[src/sv/watering_pump_controller_top_macros.svh]
// assertion macros for the watering pump controller
`ifndef WATERING_PUMP_CONTROLLER_TOP_MACROS_SVH
`define WATERING_PUMP_CONTROLLER_TOP_MACROS_SVH

`ifndef NO_ASSERTIONS
`define WPC_ASSERT(lbl, clk, rst, prop, msg) \
   lbl: assert property (@(posedge clk) disable iff (rst) prop) else $error(msg);
`define WPC_ASSERT_NORST(lbl, clk, prop, msg) \
   lbl: assert property (@(posedge clk) prop) else $error(msg);
`else
`define WPC_ASSERT(lbl, clk, rst, prop, msg)
`define WPC_ASSERT_NORST(lbl, clk, prop, msg)
`endif

`endif

[src/sv/wpc_pkg.sv]
`default_nettype none
package wpc_pkg;

   localparam int unsigned ThresholdWidth = 7;
   localparam int unsigned RegWidth       = 16;
   localparam int unsigned TimeWidth      = 32;

   localparam logic [TimeWidth-1:0] MS_PER_MINUTE = 32'd60000;
   localparam logic [TimeWidth-1:0] MS_PER_SECOND = 32'd1000;

   localparam logic [ThresholdWidth-1:0] THRESHOLD_RESET = 7'd40;
   localparam logic [TimeWidth-1:0] MAX_PUMP_MS_RESET = 32'd30 * MS_PER_SECOND;
   localparam logic [TimeWidth-1:0] COOLDOWN_MS_RESET = 32'd60 * MS_PER_MINUTE;
   localparam logic [TimeWidth-1:0] RECHECK_MS_RESET  = 32'd10 * MS_PER_SECOND;

   typedef enum logic [1:0] {
      REG_MOISTURE_THRESHOLD = 2'd0,
      REG_MAX_PUMP_SECONDS   = 2'd1,
      REG_COOLDOWN_MINUTES   = 2'd2,
      REG_RECHECK_SECONDS    = 2'd3
   } reg_idx_type;

   typedef struct packed {
      logic [ThresholdWidth-1:0] threshold;
      logic [TimeWidth-1:0]      max_pump_ms;
      logic [TimeWidth-1:0]      cooldown_ms;
      logic [TimeWidth-1:0]      recheck_ms;
   } cfg_type;

endpackage
`default_nettype wire

[src/sv/wpc_csr.sv]
`default_nettype none
module wpc_csr
   import wpc_pkg::*;
(
   input  wire logic                clock,
   input  wire logic                reset,
   input  wire logic                csr_write,
   input  wire logic [1:0]          csr_index,
   input  wire logic [RegWidth-1:0] csr_wdata,
   output cfg_type                  cfg
);

   cfg_type cfg_ff;
   cfg_type cfg_in;
   logic [TimeWidth-1:0] wdata_ext;

   assign wdata_ext = TimeWidth'(csr_wdata);

   // limits are kept already scaled to milliseconds
   always_comb begin
      cfg_in = cfg_ff;
      if (csr_write) begin
         unique case (reg_idx_type'(csr_index))
            REG_MOISTURE_THRESHOLD: cfg_in.threshold   = csr_wdata[ThresholdWidth-1:0];
            REG_MAX_PUMP_SECONDS:   cfg_in.max_pump_ms = wdata_ext * MS_PER_SECOND;
            REG_COOLDOWN_MINUTES:   cfg_in.cooldown_ms = wdata_ext * MS_PER_MINUTE;
            REG_RECHECK_SECONDS:    cfg_in.recheck_ms  = wdata_ext * MS_PER_SECOND;
            default:                cfg_in = cfg_ff;
         endcase
      end
   end

   always_ff @(posedge clock) begin
      if (reset) begin
         cfg_ff.threshold   <= THRESHOLD_RESET;
         cfg_ff.max_pump_ms <= MAX_PUMP_MS_RESET;
         cfg_ff.cooldown_ms <= COOLDOWN_MS_RESET;
         cfg_ff.recheck_ms  <= RECHECK_MS_RESET;
      end else begin
         cfg_ff <= cfg_in;
      end
   end

   assign cfg = cfg_ff;

endmodule
`default_nettype wire

[src/sv/wpc_core.sv]
`default_nettype none
`include "watering_pump_controller_top_macros.svh"
module wpc_core
   import wpc_pkg::*;
(
   input  wire logic                      clock,
   input  wire logic                      reset,
   input  wire logic                      advance,
   input  wire logic [TimeWidth-1:0]      now_ms,
   input  wire logic                      light_on,
   input  wire logic [ThresholdWidth-1:0] soil_percent,
   input  cfg_type                        cfg,
   output logic                           pump_next
);

   logic                 pumping_ff, pumping_in;
   logic                 has_run_ff, has_run_in;
   logic [TimeWidth-1:0] cycle_start_ff, cycle_start_in;
   logic [TimeWidth-1:0] last_check_ff, last_check_in;
   logic [TimeWidth-1:0] last_stop_ff, last_stop_in;

   logic [TimeWidth-1:0] since_stop;
   logic [TimeWidth-1:0] since_start;
   logic [TimeWidth-1:0] since_check;
   logic                 cool;
   logic                 soil_low;

   assign since_stop  = now_ms - last_stop_ff;
   assign since_start = now_ms - cycle_start_ff;
   assign since_check = now_ms - last_check_ff;
   assign cool        = !has_run_ff || (since_stop >= cfg.cooldown_ms);
   assign soil_low    = soil_percent < cfg.threshold;

   always_comb begin
      pumping_in     = pumping_ff;
      has_run_in     = has_run_ff;
      cycle_start_in = cycle_start_ff;
      last_check_in  = last_check_ff;
      last_stop_in   = last_stop_ff;
      if (advance) begin
         if (!pumping_ff) begin
            if (light_on && soil_low && cool) begin
               pumping_in     = 1'b1;
               cycle_start_in = now_ms;
               last_check_in  = now_ms;
            end
         end else if (!light_on || (since_start >= cfg.max_pump_ms)) begin
            pumping_in   = 1'b0;
            last_stop_in = now_ms;
            has_run_in   = 1'b1;
         end else if (since_check >= cfg.recheck_ms) begin
            last_check_in = now_ms;
            if (!soil_low) begin
               pumping_in   = 1'b0;
               last_stop_in = now_ms;
               has_run_in   = 1'b1;
            end
         end
      end
   end

   always_ff @(posedge clock) begin
      if (reset) begin
         pumping_ff     <= 1'b0;
         has_run_ff     <= 1'b0;
         cycle_start_ff <= '0;
         last_check_ff  <= '0;
         last_stop_ff   <= '0;
      end else begin
         pumping_ff     <= pumping_in;
         has_run_ff     <= has_run_in;
         cycle_start_ff <= cycle_start_in;
         last_check_ff  <= last_check_in;
         last_stop_ff   <= last_stop_in;
      end
   end

   assign pump_next = pumping_in;

   // light off always ends a running cycle and records the stop
   `WPC_ASSERT(a_light_off_stops, clock, reset, (advance && pumping_ff && !light_on) |=> (!pumping_ff && has_run_ff && last_stop_ff == $past(now_ms)), "light off did not stop the pump")
   // state only moves with a transaction
   `WPC_ASSERT(a_hold_when_idle, clock, reset, !advance |=> ($stable(pumping_ff) && $stable(last_check_ff) && $stable(last_stop_ff)), "state changed without a transaction")
   // a fresh start aligns the check timer with the start time
   `WPC_ASSERT(a_start_aligns, clock, reset, (advance && !pumping_ff && pumping_in) |=> (last_check_ff == cycle_start_ff), "start did not align check timer")

endmodule
`default_nettype wire

[src/sv/watering_pump_controller_top.sv]
// an accepted request is held in the input register, then in the result register, where rsp_valid rises
// throughput: one transaction per cycle while rsp_stall is low, set by the single input and result registers
// rsp_stall holds the result register, and the input register then holds one more
// reset (synchronous, active high) clears the pump state and loads default limits
`default_nettype none
`include "watering_pump_controller_top_macros.svh"
module watering_pump_controller_top
   import wpc_pkg::*;
(
   input  wire logic                      clock,
   input  wire logic                      reset,
   input  wire logic                      req_valid,
   output logic                           req_stall,
   input  wire logic [TimeWidth-1:0]      req_now_ms,
   input  wire logic                      req_light_on,
   input  wire logic [ThresholdWidth-1:0] req_soil_percent,
   output logic                           rsp_valid,
   input  wire logic                      rsp_stall,
   output logic                           rsp_pump_drive,
   input  wire logic                      csr_write,
   input  wire logic [1:0]                csr_index,
   input  wire logic [RegWidth-1:0]       csr_wdata
);

   cfg_type cfg;

   logic                      in_valid_ff, in_valid_in;
   logic [TimeWidth-1:0]      in_now_ff;
   logic                      in_light_ff;
   logic [ThresholdWidth-1:0] in_soil_ff;
   logic                      out_valid_ff, out_valid_in;
   logic                      out_drive_ff;
   logic                      advance;
   logic                      req_take;
   logic                      pump_next;

   assign advance   = in_valid_ff && (!out_valid_ff || !rsp_stall);
   assign req_stall = in_valid_ff && !advance;
   assign req_take  = req_valid && !req_stall;

   assign in_valid_in  = req_take || (in_valid_ff && !advance);
   assign out_valid_in = advance || (out_valid_ff && rsp_stall);

   wpc_csr u_csr (
      .clock     (clock),
      .reset     (reset),
      .csr_write (csr_write),
      .csr_index (csr_index),
      .csr_wdata (csr_wdata),
      .cfg       (cfg)
   );

   wpc_core u_core (
      .clock        (clock),
      .reset        (reset),
      .advance      (advance),
      .now_ms       (in_now_ff),
      .light_on     (in_light_ff),
      .soil_percent (in_soil_ff),
      .cfg          (cfg),
      .pump_next    (pump_next)
   );

   always_ff @(posedge clock) begin
      if (reset) begin
         in_valid_ff  <= 1'b0;
         out_valid_ff <= 1'b0;
      end else begin
         in_valid_ff  <= in_valid_in;
         out_valid_ff <= out_valid_in;
      end
   end

   always_ff @(posedge clock) begin
      if (req_take) begin
         in_now_ff   <= req_now_ms;
         in_light_ff <= req_light_on;
         in_soil_ff  <= req_soil_percent;
      end
      if (advance) begin
         out_drive_ff <= pump_next;
      end
   end

   assign rsp_valid      = out_valid_ff;
   assign rsp_pump_drive = out_drive_ff;

   // a transaction held in the input register is never dropped
   `WPC_ASSERT(a_input_kept, clock, reset, (in_valid_ff && !advance) |=> in_valid_ff, "pending transaction lost")
   // every move out of the input register produces a result
   `WPC_ASSERT(a_advance_result, clock, reset, advance |=> out_valid_ff, "transaction did not produce a result")
   // no new transaction is taken while both registers are full and stalled
   `WPC_ASSERT_NORST(a_full_stall, clock, (!reset && in_valid_ff && out_valid_ff && rsp_stall) |-> req_stall, "accepted while full")

endmodule
`default_nettype wire

[config.mk]
export PLATFORM = sky130hd
export DESIGN_NAME = watering_pump_controller_top
export DESIGN_NICKNAME = d
export VERILOG_FILES = /design/src/sv/wpc_pkg.sv /design/src/sv/wpc_csr.sv /design/src/sv/wpc_core.sv /design/src/sv/watering_pump_controller_top.sv
export VERILOG_INCLUDE_DIRS = /design/src /design/src/sv
export SDC_FILE = /design/constraint.sdc
export NUM_CORES = 1
export LEC_CHECK = 0
export BUFFER_PORTS_ARGS = -buffer_cell sky130_fd_sc_hd__buf_4
export CAP_MARGIN = 5
export CORE_UTILIZATION = 40
export DETAILED_ROUTE_END_ITERATION = 10
export SKIP_LAST_GASP = 1
export SLEW_MARGIN = 10
export SYNTH_ARGS = -nofsm -noshare
export SYNTH_HDL_FRONTEND = slang
export SYNTH_SLANG_ARGS = --single-unit
[constraint.sdc]
create_clock -name clock -period 7.55 [get_ports clock]
set_input_delay 1.1325 -clock clock [delete_from_list [all_inputs] [get_ports clock]]
set_output_delay 1.1325 -clock clock [all_outputs]
set_load 0.01 [all_outputs]
==> results of run 1 <==
## registers in the layout, summed over array words and instances (netlist names)
signal and flops:
u_core.has_run_ff 1, in_light_ff 1, in_valid_ff 1, rsp_pump_drive 1, u_core.last_stop_ff 32, in_soil_ff 7
u_core.cycle_start_ff 32, u_csr.cfg 80, in_now_ff 32, rsp_valid 1, u_core.last_check_ff 32, u_core.pumping_ff 1
## where the power goes
part	switching (mW)	internal (mW)	total [mW]	leakage [nW]
clock	0.532	0.834	1.37	0.458
sequential	0.0775	1.30	1.38	1.86
combinational	2.04	1.29	3.33	7.10
total	2.65	3.42	6.07	9.41
## worst max path at each step
| stage | startpoint | endpoint |
|---|---|---|
| 6_report | csr_wdata[5] | u_csr.cfg[62]$_SDFFE_PP0P_ |
| 3_3_place_gp | csr_wdata[5] | u_csr.cfg[62]$_SDFFE_PP0P_ |
| 2_1_floorplan | csr_wdata[4] | u_csr.cfg[62]$_SDFFE_PP0P_ |
| 3_5_place_dp | csr_wdata[5] | u_csr.cfg[62]$_SDFFE_PP0P_ |
| 4_1_cts | csr_wdata[5] | u_csr.cfg[62]$_SDFFE_PP0P_ |
| 5_1_grt | in_now_ff[1]$_DFFE_PP_ | u_core.last_check_ff[6]$_SDFFE_PP0P_ |
## layout by cell type, fill, tap and decap left out, types with 8 or more instances in the layout
master / n
a211oi_1: 19
a21o_1: 70
a21oi_1: 198
a2bb2oi_1: 31
a31oi_1: 16
and3_1: 8
buf_4: 78
clkbuf_16: 30
dfxtp_1: 180
edfxtp_1: 41
fa_1: 103
ha_1: 278
inv_1: 342
nand2_1: 305
nand2b_1: 19
nand3_1: 71
nand4_1: 19
nor2_1: 93
nor2b_1: 44
nor3_1: 26
o2111ai_1: 35
o211ai_1: 34
o21a_1: 21
o21ai_0: 78
o21bai_1: 11
o311ai_0: 47
o311ai_1: 21
or3_1: 11
xnor2_1: 68
xor2_1: 43
## final cells by class
type                       instances  area, um^2  share of cell area
clock buffer                      41       842.1             0.03737
clock inverter                     7       92.59            0.004109
multi-input combinational       1793       14010              0.6216
sequential                       221        4835              0.2146
inverter                         343        1287             0.05714
timing repair buffer              80       625.6             0.02776
antenna                            1       2.502           0.0001111
tap                              672       840.8             0.03731
## critical path, delay by kind of cell
family          cells  cell delay (ns)
xor+xnor            1             0.09
fa+ha+maj           6             2.85
simple gates        1             0.43
compound gates      8             1.81
buf+inv             5             0.47
## through the flow
| stage | area, um^2 | hold slack (ns) | instances | utilization |
|---|---|---|---|---|
| floorplan | 20440 | 0.4319 | 2448 | - |
| global placement | 21600 | 0.4421 | 3109 | 0.4296 |
| detailed placement | 21600 | 0.4469 | 3109 | 0.4296 |
| CTS | 22530 | 0.4552 | 3157 | 0.4482 |
| global route | 22530 | 0.4704 | 3157 | 0.4482 |
| finish | 22530 | 0.4541 | 3158 | 0.4482 |
## layer usage
| metal | track usage | up-vias | routed length [um] |
|---|---|---|---|
| met3 | 0.01463 | 64 | 2554 |
| met4 | 0.04971 | 0 | 1111 |
| li1 | - | 8620 | - |
| met5 | 0 | - | 0 |
| met1 | 0.3125 | 8515 | 27540 |
| met2 | 0.3884 | 399 | 27740 |
## cell families (layout without fill, tap and decap cells)
logic type,Yosys count,after routing
AOI/OAI and AO/OA,649,649
and+or+nand+nor,647,647
buffers and inverters,434,471
adders and majority gates,381,381
DFF,221,221
xor gates and xnor gates,111,111
muxes,5,5
other,0,1
==> impl_metrics.py, run 1 <==
metrics = {
    "outcome": {
        "outcome": "finished, final reports clean",
    },
    "cts": {
        "post_cts_resized": 0,
        "clk_transition_reported_paths_ns": 0.06,
        "cts_buffer_depth": 3,
        "cts_sinks": 221,
        "cts_max_level": 1,
        "cts_hold_buffers": 0,
        "post-cts-setup-buffers": 0,
        "clk_latency_ns": 0.56,
        "numCtsBuffers": 26,
        "cts_tree": "built",
        "cts_root_buf": "clkbuf_16",
    },
    "grt": {
        "grt_max_degree": 131,
        "grtUsageTotal": 0.2268,
        "grt_pass1_wl_um": 94940,
        "grt-ovfl-total": 0,
        "antenna_found_initial": 0,
        "grt_pass1_vias": 17530,
    },
    "logic_synthesis": {
        "synth.most_common_cell": "inv_1",
        "async_flop_share": 0,
        "synth_fa_ha_area_frac": 0.2710,
        "synth-warning-count": 0,
        "ys.flop_type": "dfxtp_1",
        "synth.area.mux_share": 0.002448,
        "synth_edf_count": 41,
        "synth.top_cells.by_area": "dfxtp_1 18%, ha_1 17%, fa_1 10%, inv_1 6.3%, edfxtp_1 6.0%",
        "synth-seq-cells": 221,
        "synthXorXnorAreaFrac": 0.04755,
        "avgSynthCellArea_um2": 8.352,
        "synth_cells": 2448,
        "ys_types": 72,
        "seq_area_frac_synth": 0.2365,
        "synth_area_mm2": 0.02044,
        "synth_compound_gate_area_share": 0.2165,
        "synth_nets": 2892,
        "synth_top_family_by_area": "adder cells",
        "ys_top_cells_by_count": "342 x inv_1, 305 x nand2_1, 278 x ha_1, 198 x a21oi_1, 180 x dfxtp_1",
        "yosys.area_share.simple": 0.1458,
        "yosys.area.top_type": "dfxtp_1",
        "synth_top_area_frac": 0.1763,
    },
    "power_and_ir_drop": {
        "power_mw": 6.070,
        "leakagePower_nw": 9.414,
        "powerDensity_mw_per_mm2": 269.4,
        "peakVddDrop_mv": 0.2287,
    },
    "routing": {
        "num_vias": 17600,
        "vias_per_cell": 5.573,
        "first_iter_violations": 1323,
        "ant_nets": 0,
        "wirelength_um": 58950,
        "drc": 0,
        "detail_route.first_pass.iterations": 5,
        "routedWlPerCell_um": 18.67,
    },
    "placement": {
        "buffer_ports.inserted": 65,
        "dp_hpwl_um": 45880,
        "place_ws_ns": 0.6722,
        "gp_congestion": 0.9809,
    },
    "timing": {
        "worst_pin_slew_ns": 0.9319,
        "finalWorstSetupSlack_ns": 1.202,
        "max_freq_mhz": 157.5,
        "setup-tns-final_ns": 0,
        "rsz0062_at_grt": "no",
        "setup-violations-final": 0,
        "fin_crit_ns": 6.348,
        "slew_headroom": 0.3732,
        "skew_ns": 0.01719,
        "fin_crit_sh": 0.8407,
        "finalHoldViolCount": 0,
        "slew_violations": 0,
    },
    "die": {
        "ios": 66,
        "start_util": 0.4067,
        "die_x_um": 228.1,
        "row_count": 82,
        "core-area_mm2": 0.05027,
        "die-area_mm2": 0.05202,
        "fp.dieH_um": 228.1,
    },
    "setup_path": {
        "end_kind": "register",
        "crit_path_cell_trace": "buf_4, inv_1, fa_1, inv_1, fa_1, fa_1, inv_1, fa_1, fa_1, inv_1, ha_1, a21o_1, a21o_1, a21o_1, a221o_1, a31oi_1, o21ai_0, or4_1, a31oi_1, xor2_1, a211oi_1",
        "cp-start-kind": "primary input",
        "r2r_start": "in_now_ff[0]$_DFFE_PP_",
        "slowest_stage": "fa_1",
        "r2r_cells": 25,
        "reg2reg_slack_ns": 1.33,
        "crit_fanout": 6,
        "crit_top_cell": "fa_1",
        "worst_ep_required_time_ns": 8.01,
        "worst_ep_arrival_time_ns": 6.81,
        "slowest_delay_ns": 0.59,
        "r2r_end": "u_core.last_check_ff[18]$_SDFFE_PP0P_",
        "crit_type": "in2reg",
    },
    "finish": {
        "fillers": 4973,
        "nNetsFinal": 2909,
        "drive_gt1_frac": 0.05634,
        "area_growth_pct": 10.21,
    },
    "worst_hold_path": {
        "hp-class": "reg2reg",
        "hold_start": "u_core.cycle_start_ff[27]$_SDFFE_PP0P_",
        "worstHoldEndpoint": "u_core.cycle_start_ff[27]$_SDFFE_PP0P_",
        "hold-path-cell-count": 2,
    },
    "run": {
        "maxCapViolations": 0,
    },
}
(Power assumes the default switching activity.)
==> run 2: changes to the inputs <==
ABC_AREA = 1   (was not set)
clock period = 6.5 ns   (was 7.55 ns; I/O delays follow)
==> run 2 against run 1 <==
  * Wire length up 13%
  * Cell area up 2.3%
  * Sequential cell count unchanged
  * Largest cell class unchanged
  * Largest power group unchanged
  * Highest routed layer unchanged
==> impl_metrics.py, run 2 <==
metrics = {
    "outcome": {
        "outcome": "finished, final reports clean",
    },
    "routing": {
        "num_vias": 18840,
        "detail_route.first_pass.iterations": 5,
        "first_iter_violations": 1368,
        "drc": 0,
        "vias_per_cell": 5.146,
        "ant_nets": 0,
        "routedWlPerCell_um": 18.24,
        "wirelength_um": 66780,
    },
    "logic_synthesis": {
        "synth_nets": 3362,
        "avgSynthCellArea_um2": 7.210,
        "yosys.area.top_type": "dfxtp_1",
        "seq_area_frac_synth": 0.2298,
        "synth.top_cells.by_area": "dfxtp_1 17%, ha_1 17%, nand2_1 10%, fa_1 9.8%, inv_1 9.8%",
        "synth_area_mm2": 0.02104,
        "ys_top_cells_by_count": "579 x nand2_1, 548 x inv_1, 300 x a21oi_1, 278 x ha_1, 262 x nor2_1",
        "synth_cells": 2918,
        "synth-seq-cells": 221,
        "ys_types": 49,
        "ys.flop_type": "dfxtp_1",
        "synth_edf_count": 41,
        "async_flop_share": 0,
        "synth_top_area_frac": 0.1713,
        "synth-warning-count": 0,
        "synth.most_common_cell": "nand2_1",
    },
    "setup_path": {
        "r2r_cells": 26,
        "worst_ep_arrival_time_ns": 6.19,
        "cp-start-kind": "register",
        "reg2reg_slack_ns": 0.74,
        "crit_fanout": 126,
        "r2r_end": "u_core.last_check_ff[7]$_SDFFE_PP0P_",
        "r2r_start": "in_now_ff[0]$_DFFE_PP_",
        "end_kind": "register",
        "worst_ep_required_time_ns": 6.94,
        "crit_type": "reg2reg",
    },
    "grt": {
        "grtUsageTotal": 0.2497,
        "antenna_found_initial": 0,
        "grt_pass1_wl_um": 102800,
        "grt_pass1_vias": 18330,
        "grt_max_degree": 127,
        "grt-ovfl-total": 0,
    },
    "die": {
        "core-area_mm2": 0.05161,
        "die_x_um": 231.3,
        "ios": 66,
        "row_count": 83,
        "die-area_mm2": 0.05352,
        "start_util": 0.4077,
        "fp.dieH_um": 231.3,
    },
    "power_and_ir_drop": {
        "power_mw": 6.964,
        "powerDensity_mw_per_mm2": 302.2,
        "leakagePower_nw": 11.55,
        "peakVddDrop_mv": 0.2089,
    },
    "cts": {
        "clk_latency_ns": 0.57,
        "cts_buffer_depth": 3,
        "post-cts-setup-buffers": 0,
        "cts_max_level": 1,
        "clk_transition_reported_paths_ns": 0.06,
        "post_cts_resized": 0,
        "cts_tree": "built",
        "cts_root_buf": "clkbuf_16",
        "numCtsBuffers": 27,
        "cts_sinks": 221,
        "cts_hold_buffers": 0,
    },
    "timing": {
        "worst_pin_slew_ns": 1.070,
        "fin_crit_ns": 5.756,
        "finalHoldViolCount": 0,
        "finalWorstSetupSlack_ns": 0.7437,
        "slew_headroom": 0.2862,
        "skew_ns": 0.03074,
        "fin_crit_sh": 0.8856,
        "max_freq_mhz": 173.7,
        "setup-tns-final_ns": 0,
        "setup-violations-final": 0,
        "slew_violations": 0,
        "whs_ns": 0.4616,
        "rsz0062_at_grt": "no",
    },
    "placement": {
        "placedCellCount": 3611,
        "buffer_ports.inserted": 65,
        "dp_hpwl_um": 54400,
        "place_ws_ns": 0.4897,
        "gp_congestion": 1.003,
        "placed_cell_area_mm2": 0.02222,
    },
    "worst_hold_path": {
        "hold_start": "u_csr.cfg[70]$_SDFFE_PP0P_",
        "worstHoldEndpoint": "u_csr.cfg[70]$_SDFFE_PP0P_",
        "hold-path-cell-count": 2,
        "hp-class": "reg2reg",
    },
    "finish": {
        "layout_common_cells": "578 x nand2_1, 547 x inv_1, 300 x a21oi_1",
        "layout.cells.non_filler": 3661,
        "area_growth_pct": 9.527,
        "final_core_util": 0.4465,
        "final_common_cell": "nand2_1",
        "largest_reg_flops": 80,
        "nNetsFinal": 3404,
        "design_area_mm2": 0.02304,
        "drive_gt1_frac": 0.05602,
        "diodes": 0,
    },
    "run": {
        "maxCapViolations": 0,
    },
}
## run 2: changes by cell type in the layout (fill, tap and decap cells not counted), moves of 31 or more
cell	before	now
nand2_1	305	578
inv_1	342	547
a21oi_1	198	300
o2111ai_1	35	1
a2bb2oi_1	31	0
nor2_1	93	261
a21o_1	70	6
o311ai_0	47	1
nand3_1	71	132
nor2b_1	44	0
## run 2: worst max-delay path by stage
stage,start,to,cells after the start
after global placement,csr_wdata[5],u_csr.cfg[60]$_SDFFE_PP0P_,23
after detailed placement,csr_wdata[5],u_csr.cfg[60]$_SDFFE_PP0P_,23
after global routing,in_now_ff[3]$_DFFE_PP_,u_core.last_check_ff[11]$_SDFFE_PP0P_,22
final,in_now_ff[0]$_DFFE_PP_,u_core.last_check_ff[7]$_SDFFE_PP0P_,26
after CTS,in_now_ff[0]$_DFFE_PP_,u_core.last_check_ff[6]$_SDFFE_PP0P_,26
after floorplan,csr_wdata[4],u_csr.cfg[60]$_SDFFE_PP0P_,22
## run 2: report_power, final
part           internal [mW]  switching [mW]  total [mW]
combinational           1.44            2.55        3.99
sequential              1.48          0.0564        1.53
clock                  0.802           0.636        1.44
total                   3.72            3.24        6.96
## run 2: area by class of cell
cell class / instances / area (um^2)
sequential: 221 / 4835
clock buffer: 38 / 747.0
multi-input combinational: 2078 / 13840
tap: 680 / 850.8
fill: 5321 / 28570
clock inverter: 12 / 76.32
inverter: 552 / 2074
timing repair buffer: 80 / 625.6
## run 2: routing by layer
metal | up-vias | part of all wire | track usage
li1 | 9477 | - | -
met1 | 8774 | 0.46 | 0.3338
met2 | 488 | 0.45 | 0.4110
met3 | 101 | 0.061 | 0.04134
met4 | 0 | 0.029 | 0.07368
met5 | - | 0 | 0
## run 2: kinds of logic (layout without fill, tap and decap cells)
kind of cell	after synthesis	count (layout)	synth area share
AOI/OAI and AO/OA	525	525	0.1383
xor gates and xnor gates	106	106	0.04412
adders and majority gates	381	381	0.2633
buffers and inverters	619	682	0.1142
DFF	221	221	0.2298
and+or+nand+nor	1066	1066	0.2103
## run 2: critical path, stage by stage, from the launching register on
cell and delay, ns:
edfxtp_1 0.51, inv_1 0.21, ha_1 0.29, fa_1 0.41, o21ai_0 0.42, a21oi_1 0.24
o21ai_0 0.47, buf_4 0.23, a21oi_1 0.09, o21ai_0 0.30, nand2_1 0.08, nand2_1 0.08
xor2_1 0.15, ha_1 0.25, nand2_1 0.06, nor2_1 0.04, nand2_1 0.06, o211ai_1 0.08
nand2_1 0.07, o2111ai_1 0.15, a21oi_1 0.17, nand3_1 0.32, nand3_4 0.16, buf_12 0.44
nand3_1 0.14, nand2_1 0.10, nor2_1 0.05
==> run 3: changes to the inputs <==
CELL_PAD_IN_SITES_DETAIL_PLACEMENT = 0   (was not set)
CELL_PAD_IN_SITES_GLOBAL_PLACEMENT = 1   (was not set)
PLACE_DENSITY_LB_ADDON = 0.1   (was not set)
==> run 3 against run 2 <==
  * Clock power increased by 9.7%
  * Cell count about the same
  * Critical path depth decreased by 3
  * Setup slack improved by 0.24 ns
  * First-iteration DRC count decreased by 20%
==> impl_metrics.py, run 3 (same netlist as run 2, synthesis figures left out) <==
metrics = {
    "outcome": {
        "outcome": "finished, final reports clean",
    },
    "grt": {
        "grt_pass1_vias": 18040,
        "grtUsageTotal": 0.2511,
        "antenna_found_initial": 0,
        "grt-ovfl-total": 0,
        "grt_max_degree": 75,
        "grt_pass1_wl_um": 102900,
    },
    "timing": {
        "setup-tns-final_ns": 0,
        "fin_crit_sh": 0.8487,
        "fin_crit_ns": 5.517,
        "slew_headroom": 0.3343,
        "finalHoldViolCount": 0,
        "whs_ns": 0.4637,
        "skew_ns": 0.01672,
        "max_freq_mhz": 181.3,
        "setup-violations-final": 0,
        "rsz0062_at_grt": "no",
        "slew_violations": 0,
        "worst_pin_slew_ns": 0.9974,
    },
    "cts": {
        "clk_transition_reported_paths_ns": 0.06,
        "post-cts-setup-buffers": 0,
        "cts_sinks": 221,
        "cts_hold_buffers": 0,
        "cts_root_buf": "clkbuf_16",
        "cts_tree": "built",
        "numCtsBuffers": 29,
        "clk_latency_ns": 0.59,
        "cts_buffer_depth": 3,
        "post_cts_resized": 0,
        "cts_max_level": 1,
    },
    "setup_path": {
        "end_kind": "register",
        "worst_ep_required_time_ns": 6.98,
        "crit_type": "in2reg",
        "crit_fanout": 6,
        "cp-start-kind": "primary input",
        "worst_ep_arrival_time_ns": 5.99,
    },
    "finish": {
        "nNetsFinal": 3404,
        "layout.cells.non_filler": 3664,
        "drive_gt1_frac": 0.05768,
        "final_core_util": 0.4477,
        "multi_input_area_mm2": 0.01384,
        "fillers": 5336,
        "layout_common_cells": "578 x nand2_1, 547 x inv_1, 300 x a21oi_1",
        "final_common_cell": "nand2_1",
        "largest_reg_flops": 80,
        "seqCellArea_mm2": 0.004835,
        "area_growth_pct": 9.836,
    },
    "die": {
        "start_util": 0.4077,
        "fp.dieH_um": 231.3,
        "die_x_um": 231.3,
        "core-area_mm2": 0.05161,
        "die-area_mm2": 0.05352,
        "row_count": 83,
        "ios": 66,
    },
    "power_and_ir_drop": {
        "switching_power_mw": 3.248,
        "combPwrFrac": 0.557,
        "intPower_mw": 3.797,
        "p_clk_frac": 0.224,
        "p_seq_frac": 0.219,
        "powerDensity_mw_per_mm2": 304.8,
        "swShare": 0.4610,
        "leakagePower_nw": 11.59,
        "peakVddDrop_mv": 0.1976,
        "power_mw": 7.045,
    },
    "placement": {
        "gp_congestion": 0.8838,
        "buffer_ports.inserted": 65,
        "dp_hpwl_um": 54140,
        "placedCellCount": 3609,
    },
    "routing": {
        "ant_nets": 0,
        "met2_length_um": 29830,
        "top_layer": "met4",
        "met1_length_um": 31150,
        "wl_met3_um": 3462,
        "num_vias": 18620,
        "routedWlPerCell_um": 18.05,
        "first_iter_violations": 1095,
        "wirelength_um": 66130,
        "detail_route.first_pass.iterations": 5,
        "drc": 0,
        "vias_per_cell": 5.081,
    },
    "run": {
        "maxCapViolations": 0,
    },
    "worst_hold_path": {
        "hp-class": "reg2reg",
    },
}
## run 3: power groups by stage
| stage | registers (mW) | clock network [mW] | logic (mW) |
|---|---|---|---|
| floorplan | 1.53 | 0 | 2.79 |
| global placement | 1.57 | 0 | 3.90 |
| detailed placement | 1.57 | 0 | 3.90 |
| CTS | 1.54 | 1.63 | 3.94 |
| global route | 1.55 | 1.68 | 4.48 |
| finish | 1.54 | 1.58 | 3.93 |
## run 3: through the flow
step	setup slack [ns]	instance area (um^2)
after global routing	0.5414	23100
after global placement	0.3692	22200
after detailed placement	0.3968	22200
final	0.9832	23110
after floorplan	1.032	21040
after CTS	0.9920	23100
## run 3: layout make-up
type,instances,share of cell area
diodes,2,0.0002166
clock buffers,37,0.03400
clock inverters,16,0.005198
inverters,552,0.08977
multi-input cells,2078,0.5989
flip-flops and latches,221,0.2092
well taps,680,0.03682
repair buffers,78,0.02588
## run 3: worst max-delay path, stage by stage
cell	delay, ns
buf_4	0.15
inv_1	0.17
fa_1	0.59
inv_1	0.08
fa_1	0.50
fa_1	0.52
inv_1	0.06
fa_1	0.50
inv_1	0.05
fa_1	0.47
ha_1	0.37
nand2_1	0.08
nor2_1	0.09
inv_1	0.06
nor3_1	0.26
a21oi_1	0.16
o21a_1	0.22
o21ai_0	0.25
nand3_1	0.15
nand3_1	0.10
nand3_1	0.08
nand2_1	0.07
inv_1	0.04
## run 3: final timing paths
check	start	end	cells past startpoint	slack, ns
setup / recovery	csr_wdata[5]	u_csr.cfg[60]$_SDFFE_PP0P_	23	0.98
hold / removal	u_core.has_run_ff$_SDFFE_PP0P_	u_core.has_run_ff$_SDFFE_PP0P_	2	0.46
hold reg to reg	u_core.has_run_ff$_SDFFE_PP0P_	u_core.has_run_ff$_SDFFE_PP0P_	2	0.46
setup reg to reg	in_now_ff[0]$_DFFE_PP_	u_core.last_check_ff[19]$_SDFFE_PP0P_	21	1.07
## run 3: routing by layer
| metal | up-vias | GRT usage |
|---|---|---|
| met4 | 0 | 0.06705 |
| met1 | 8691 | 0.3386 |
| li1 | 9479 | - |
| met3 | 71 | 0.04281 |
| met2 | 374 | 0.4118 |
| met5 | - | 0 |
